$ cat config.mk
export PLATFORM = sky130hd
export DESIGN_NAME = sit_alu
export DESIGN_NICKNAME = d
export VERILOG_FILES = /design/src/design/sit_alu.sv
export SDC_FILE = /design/constraint.sdc
export NUM_CORES = 1
export LEC_CHECK = 0
export ABC_AREA = 1
export BUFFER_PORTS_ARGS = -buffer_cell sky130_fd_sc_hd__buf_4
export CELL_PAD_IN_SITES_DETAIL_PLACEMENT = 0
export CELL_PAD_IN_SITES_GLOBAL_PLACEMENT = 1
export CORE_ASPECT_RATIO = 0.9
export CORE_MARGIN = 4
export CORE_UTILIZATION = 34
export DETAILED_ROUTE_END_ITERATION = 10
export PLACE_DENSITY_LB_ADDON = 0.12
export SYNTH_ARGS = -nofsm -noshare
export SYNTH_HDL_FRONTEND = slang
export SYNTH_SLANG_ARGS = --single-unit
export TNS_END_PERCENT = 50
$ cat constraint.sdc
create_clock -name vclk -period 3.65
set_clock_uncertainty 0.05 [all_clocks]
set_input_delay 0.73 -clock vclk [all_inputs]
set_output_delay 0.73 -clock vclk [all_outputs]
set_load 0.01 [all_outputs]
$ cat src/design/sit_alu.sv
// ----------------------------------------------------------------------------
// sit_alu: shared 64-bit adder and subtractor
// Adds or subtracts and reports the borrow, which doubles as an
// unsigned less-than compare.
// ----------------------------------------------------------------------------
module sit_alu (
  input  logic [63:0] a,
  input  logic [63:0] b,
  input  logic        sub,
  output logic [63:0] sum,
  output logic        borrow
);

  logic [64:0] full;

  // One wide add; subtraction through the inverted operand and carry in.
  assign full   = {1'b0, a} + {1'b0, (sub ? ~b : b)} + {64'd0, sub};
  assign sum    = full[63:0];
  assign borrow = sub & ~full[64];

endmodule

==> flow_metrics.env <==
export IMPL_outcome="completed"
export IMPL_grt_usage_pct=26.2
export IMPL_ys_warn_count=0
export IMPL_final_common_cell="nand2_1"
export IMPL_finalHoldViolCount=0
export IMPL_leakagePower_nw=5.54
export IMPL_drv_cap=0
export IMPL_grt_pass1_vias=7801
export IMPL_timing_fmax_mhz=280
export IMPL_drive_above_1_share_pct=41.4
export IMPL_worstSetupStartpointType="input pin"
export IMPL_wl_per_cell_um=15.7
export IMPL_synth_area_leaders="nand2_1, inv_1, xor2_1, ha_1, nor2_1"
export IMPL_placed_cell_area_mm2=0.00867
export IMPL_fin_nets=1727
export IMPL_cp_required_ns=2.87
export IMPL_dieArea_mm2=0.0197
export IMPL_seq_area_um2=0
export IMPL_drc_errors=0
export IMPL_synth_top_cell_by_area="nand2_1"
export IMPL_period_share_pct=98.0
export IMPL_min_path_type="in2out"
export IMPL_grt_pass1_wl_um=41200
export IMPL_synth_net_count=1383
export IMPL_final_cell_mix="nand2_1, buf_4, inv_1"
export IMPL_diodes=0
export IMPL_avgSynthCellArea_um2=5.01
export IMPL_setup_violations=0
export IMPL_power_density_mw_per_mm2=270
export IMPL_io_pins=194
export IMPL_drt_total_wl_um=27700
export IMPL_area_growth_pct=67.2
export IMPL_ir_worst_vdd_mv=0.152
export IMPL_grt_overflow=0
export IMPL_fin_area_mm2=0.00997
export IMPL_crit_type="in2out"
export IMPL_n_sequential_cell=0
export IMPL_tightestPinTransition_ns=0.404
export IMPL_dr_first_iter_drc_count=404
export IMPL_ant_nets=0
export IMPL_die_w_um=148
export IMPL_portBuffers=194
export IMPL_yosysSeqAreaShare_pct=0
export IMPL_std_cell_rows=45
export IMPL_end_kind="output pin"
export IMPL_initial_core_util_pct=34.9
export IMPL_post_dp_hpwl_um=24000
export IMPL_dr_total_vias=8255
export IMPL_clock_buffers=0
export IMPL_final_max_slew_viol_count=0
export IMPL_holdWs_ns=1.70
export IMPL_fin_crit_ns=3.58
export IMPL_firstDrtPassIters=5
export IMPL_yosysUniqueCellTypes=28
export IMPL_synth_top_area_share_pct=28.0
export IMPL_rsz0062_at_grt="true"
export IMPL_antenna_found_initial=0
export IMPL_arrival_ns=2.80
export IMPL_synth_cells=1190
export IMPL_via_per_inst=4.67
export IMPL_syn_area_mm2=0.00596
export IMPL_gp_congestion=1.02
export IMPL_critical_path_max_fanout=8
export IMPL_dieHeight_um=134
export IMPL_coreArea_mm2=0.0171
export IMPL_grt_start_max_net_pins=14
export IMPL_relSlewSlack_pct=72.8
final timing paths:
check / startpoint / endpoint / slack, ns / cells after the start
worst max-delay path: sub / sum[52] / 0.07 / 17
worst min-delay path: a[0] / sum[0] / 1.70 / 3
per-stage QoR:
step | TNS (ns) | setup WS, ns | power [mW] | utilization (%) | cells
2_1_floorplan | 0 | 0.282 | 1.18 | - | 1190
3_3_place_gp | -4.00 | -0.220 | 2.30 | 50.8 | 1741
3_5_place_dp | -3.19 | -0.216 | 2.30 | 50.8 | 1741
4_1_cts | 0 | 0.00514 | 2.38 | 52.5 | 1747
5_1_grt | -0.947 | -0.112 | 2.92 | 58.4 | 1767
6_report | 0 | 0.0739 | 2.69 | 58.4 | 1767
Yosys cell counts (all sizes together):
cell type  instances
a21o               3
a21oi             84
and2               3
buf                7
fa                 1
ha                63
inv              227
nand2            462
nand3             50
nand3b             2
nand4              4
nor2             127
nor3               9
o21a               3
o21ai             37
o21bai            12
xnor2              2
xor2              94
area by class of cell:
| class | count | area (µm²) |
|---|---|---|
| fillers | 1806 | 7090 |
| inverters | 227 | 852 |
| multi-input cells | 956 | 6100 |
| well taps | 235 | 294 |
| repair buffers | 349 | 2730 |
worst max-delay path: stages:
cell     delay (ns)
buf_16         0.14
buf_8          0.15
xor2_1         0.16
ha_1           0.37
buf_4          0.14
nand2_1        0.08
nor2_1         0.12
nand2_1        0.07
nand2_2        0.13
nand2_1        0.09
nand2_2        0.08
nand2_1        0.05
nand2_1        0.12
nand2_1        0.09
nand3_1        0.08
nand2_1        0.05
buf_4          0.13
cell families after synthesis:
family	after synthesis	share of synthesized area (%)
buffers and inverters	234	14.9
AO/OA/AOI/OAI	139	12.6
AND/OR/NAND/NOR	657	44.9
adder cells (fa/ha/maj)	64	13.6
XOR/XNOR	96	14.1
where the power goes:
part,total (mW),switching (mW),internal (mW)
clock network,0,0,0
logic,2.69,1.47,1.22
registers,0,0,0
routing by layer:
layer	global-route usage [%]	share of wire [%]	vias up
met1	40.2	50	3700
li1	-	-	4320
met3	1.63	5.2	22
met2	40.9	43	213
met5	0	0	-
met4	3.36	1.4	0
what timing repair did:
| action | in CTS | in global routing |
|---|---|---|
| gates cloned | 2 | 0 |
| hold buffers | 0 | 0 |
| setup endpoints to repair | 37 | 50 |
| gates resized for setup | 63 | 251 |
| pin swaps | 19 | 63 |
| buffers inserted | 4 | 20 |
Note: power is estimated with default switching activity, not from simulation.
