[config.mk]
export PLATFORM = sky130hd
export DESIGN_NAME = sit_ram
export DESIGN_NICKNAME = d
export VERILOG_FILES = /design/src/design/sit_ram.sv
export SDC_FILE = /design/constraint.sdc
export NUM_CORES = 1
export LEC_CHECK = 0
export BUFFER_PORTS_ARGS = -buffer_cell sky130_fd_sc_hd__buf_2
export CAP_MARGIN = 20
export CORE_MARGIN = 4
export CORE_UTILIZATION = 45
export DETAILED_ROUTE_END_ITERATION = 8
export GPL_ROUTABILITY_DRIVEN = 0
export PLACE_DENSITY = 0.72
export SYNTH_ARGS = -nofsm -noshare
export SYNTH_HDL_FRONTEND = slang
export SYNTH_SLANG_ARGS = --single-unit
export TNS_END_PERCENT = 10
[constraint.sdc]
create_clock -name clk -period 1.8 [get_ports clk]
set_input_delay 0.36 -clock clk [delete_from_list [all_inputs] [get_ports clk]]
set_output_delay 0.36 -clock clk [all_outputs]
set_load 0.02 [all_outputs]
[src/design/sit_ram.sv]
// ----------------------------------------------------------------------------
// sit_ram: generic simple dual-port RAM
// One write port and one read port with registered read data.
// ----------------------------------------------------------------------------
module sit_ram #(
  parameter int WIDTH = 8,
  parameter int DEPTH = 16,
  localparam int AW   = $clog2(DEPTH)
) (
  input  logic             clk,
  input  logic             wr_en,
  input  logic [AW-1:0]    wr_addr,
  input  logic [WIDTH-1:0] wr_data,
  input  logic             rd_en,
  input  logic [AW-1:0]    rd_addr,
  output logic [WIDTH-1:0] rd_data
);

  logic [WIDTH-1:0] mem [DEPTH];

  // Write port and registered read port.
  always_ff @(posedge clk) begin
    if (wr_en) begin
      mem[wr_addr] <= wr_data;
    end
    if (rd_en) begin
      rd_data <= mem[rd_addr];
    end
  end

endmodule

==> impl_metrics.yaml <==
clock_tree:
  cts_hold_buf: 0
  cts_buffers: 17
  clock_path_buffers: 2
  cts_tree: "yes"
  post-cts-setup-buffer-count: 0
  clk_pin_slew_worst_paths_ns: 0.06
  clock_sinks: 136
  cts_htree_levels: 4
  clk_latency_ns: 0.41
  ctsResizeCount: 0
  root_buffer: "clkbuf_16"
critical_path:
  crit_fanout: 19
  critPathRequiredTime_ns: 1.94
  reg2reg_from: "mem[9][7]"
  cp.arrival_ns: 1.68
  worstSetupStartpointType: "primary input"
  worst_setup_path_end_kind: "flip-flop"
  setup.worst_path.class: "in2reg"
  crit_path_start: "rd_addr[0]"
synthesis:
  ys_ff_latch: 136
  synth_fp_nets: 248
  async_flop_share: 0
  synth_ff_type: "edfxtp_1"
  yosysSeqAreaShare: 0.781
  avgSynthCellArea_sq_um: 22.8
  yosysWarnings: 0
  synth_area_sq_mm: 0.00523
  synth_top_area_frac: 0.781
  yosys-top-cells-count: "edfxtp_1 (136), mux4_2 (18), a22oi_1 (16)"
  syn_inst: 229
  yosysMostFrequentCell: "edfxtp_1"
  synth.distinct_cells: 18
  synth_edf_count: 136
  netlist_top_cells_area: "edfxtp_1 (78%), mux4_2 (7.8%), mux4_1 (7.0%)"
  yosys.area.top_type: "edfxtp_1"
global_route:
  grt_pass1_wl_microns: 15400
  antenna_found_initial: 0
  grt_max_degree: 20
  track_usage: 0.165
  gr-total-overflow: 0
  grt_pass1_vias: 2580
flow_run:
  cap_violations: 0
final_layout:
  antenna_cells: 0
  design_area_sq_mm: 0.00634
  nets: 308
  drive_gt1_frac: 0.331
  post-route-util: 0.555
  area_delta_synth_final_pct: 21.3
floorplanning:
  dieArea_sq_mm: 0.0134
  ios: 27
  die_w_microns: 116
  row_count: 39
  die_h_microns: 116
  fp.coreArea_sq_mm: 0.0114
  initial_utilization: 0.458
sta:
  slew_violations: 0
  tns_ns: 0
  setup_viol: 0
  fmax_mhz: 649
  period_share: 0.856
  slew_headroom: 0.757
  rsz0062_at_grt: "false"
  post-route-min-period_ns: 1.54
  skew_ns: 0.00547
  tightest_slew_ns: 0.364
  worst_slack_ns: 0.259
  hold_viol: 0
placement:
  port_buffers: 26
  place_area_sq_mm: 0.00568
  pre_cts_slack_ns: -0.199
routing:
  wl_per_cell_microns: 22.5
  vias_per_cell: 5.53
  wirelength_microns: 10000
  drc_errors: 0
  drt_iter0_markers: 296
  vias: 2460
  drtPass1Iterations: 4
  drtAntennaViolNets: 0
power_and_ir_drop:
  irDropWorstVdd_v: 0.000641
  p_per_area_mw_per_mm2: 1220
  leakage_nw: 2.17
outcome:
  status: "finished, final reports clean"
hold_path:
  hold_path.class: "in2reg"
  worstHoldStart: "rd_en"
## area by class of cell
| cell class | instances | area [sq um] |
|---|---|---|
| multi-input cells | 83 | 1060 |
| flip-flops and latches | 136 | 4080 |
| clock buffers | 18 | 429 |
| repair buffers | 51 | 355 |
| fillers | 866 | 5080 |
| well taps | 143 | 179 |
| clock inverters | 14 | 229 |
## registers in the layout, summed over array words and instances, names as in the netlist
signal   count
mem        128
rd_data      8
## per-stage QoR
stage               power, mW  instances  hold slack (ns)
global route             7.98        445            0.306
finish                   7.73        445            0.309
floorplan                3.85        229            0.459
global placement         4.00        413            0.725
CTS                      7.79        445            0.301
detailed placement       4.02        413            0.728
## per-layer routing
layer / share of wire / up-vias / track usage
met5: 0 / - / 0
met4: 0.013 / 0 / 0.0642
met3: 0.062 / 14 / 0.0428
met2: 0.49 / 95 / 0.254
met1: 0.43 / 1249 / 0.230
li1: - / 1102 / -
## critical path, stage by stage
cell	delay [ns]
buf_2	0.12
buf_12	0.19
buf_4	0.14
mux4_2	0.51
a22oi_1	0.25
nand2_1	0.10
## power breakdown
part / total (mW) / leakage (nW) / switching [mW] / internal, mW
registers: 3.59 / 1.24 / 0.0162 / 3.57
clock network: 3.78 / 0.311 / 1.20 / 2.58
logic: 0.363 / 0.618 / 0.212 / 0.151
## worst paths after layout
| kind | end | slack [ns] | cells past startpoint |
|---|---|---|---|
| worst min register to register | rd_data[5] | 0.74 | 3 |
| worst max-delay path | rd_data[7] | 0.26 | 6 |
| worst max register to register | rd_data[7] | 0.26 | 3 |
| worst min-delay path | rd_data[4] | 0.31 | 1 |
## cell usage in the layout (no fill, tap or decap), types with 2 or more instances in the layout
master | netlist | layout
a22oi_1 | 16 | 16
buf_12 | 0 | 3
buf_2 | 3 | 26
buf_4 | 1 | 22
bufinv_16 | 0 | 6
clkbuf_16 | 0 | 17
clkinv_1 | 0 | 2
clkinv_2 | 0 | 2
clkinvlp_4 | 0 | 3
edfxtp_1 | 136 | 136
mux4_1 | 14 | 14
mux4_2 | 18 | 18
nand2_1 | 9 | 9
nand2b_1 | 2 | 2
nand3b_1 | 2 | 2
nor2_1 | 13 | 13
nor3_1 | 4 | 3
## kinds of logic (layout without fill, tap and decap cells)
family | after synthesis | in the layout | share of synthesized area
compound gates | 16 | 16 | 0.0230
buf+inv | 10 | 83 | 0.0165
flops | 136 | 136 | 0.781
mux | 32 | 32 | 0.148
simple gates | 35 | 35 | 0.0314
Power figures use the tool's default switching activity.
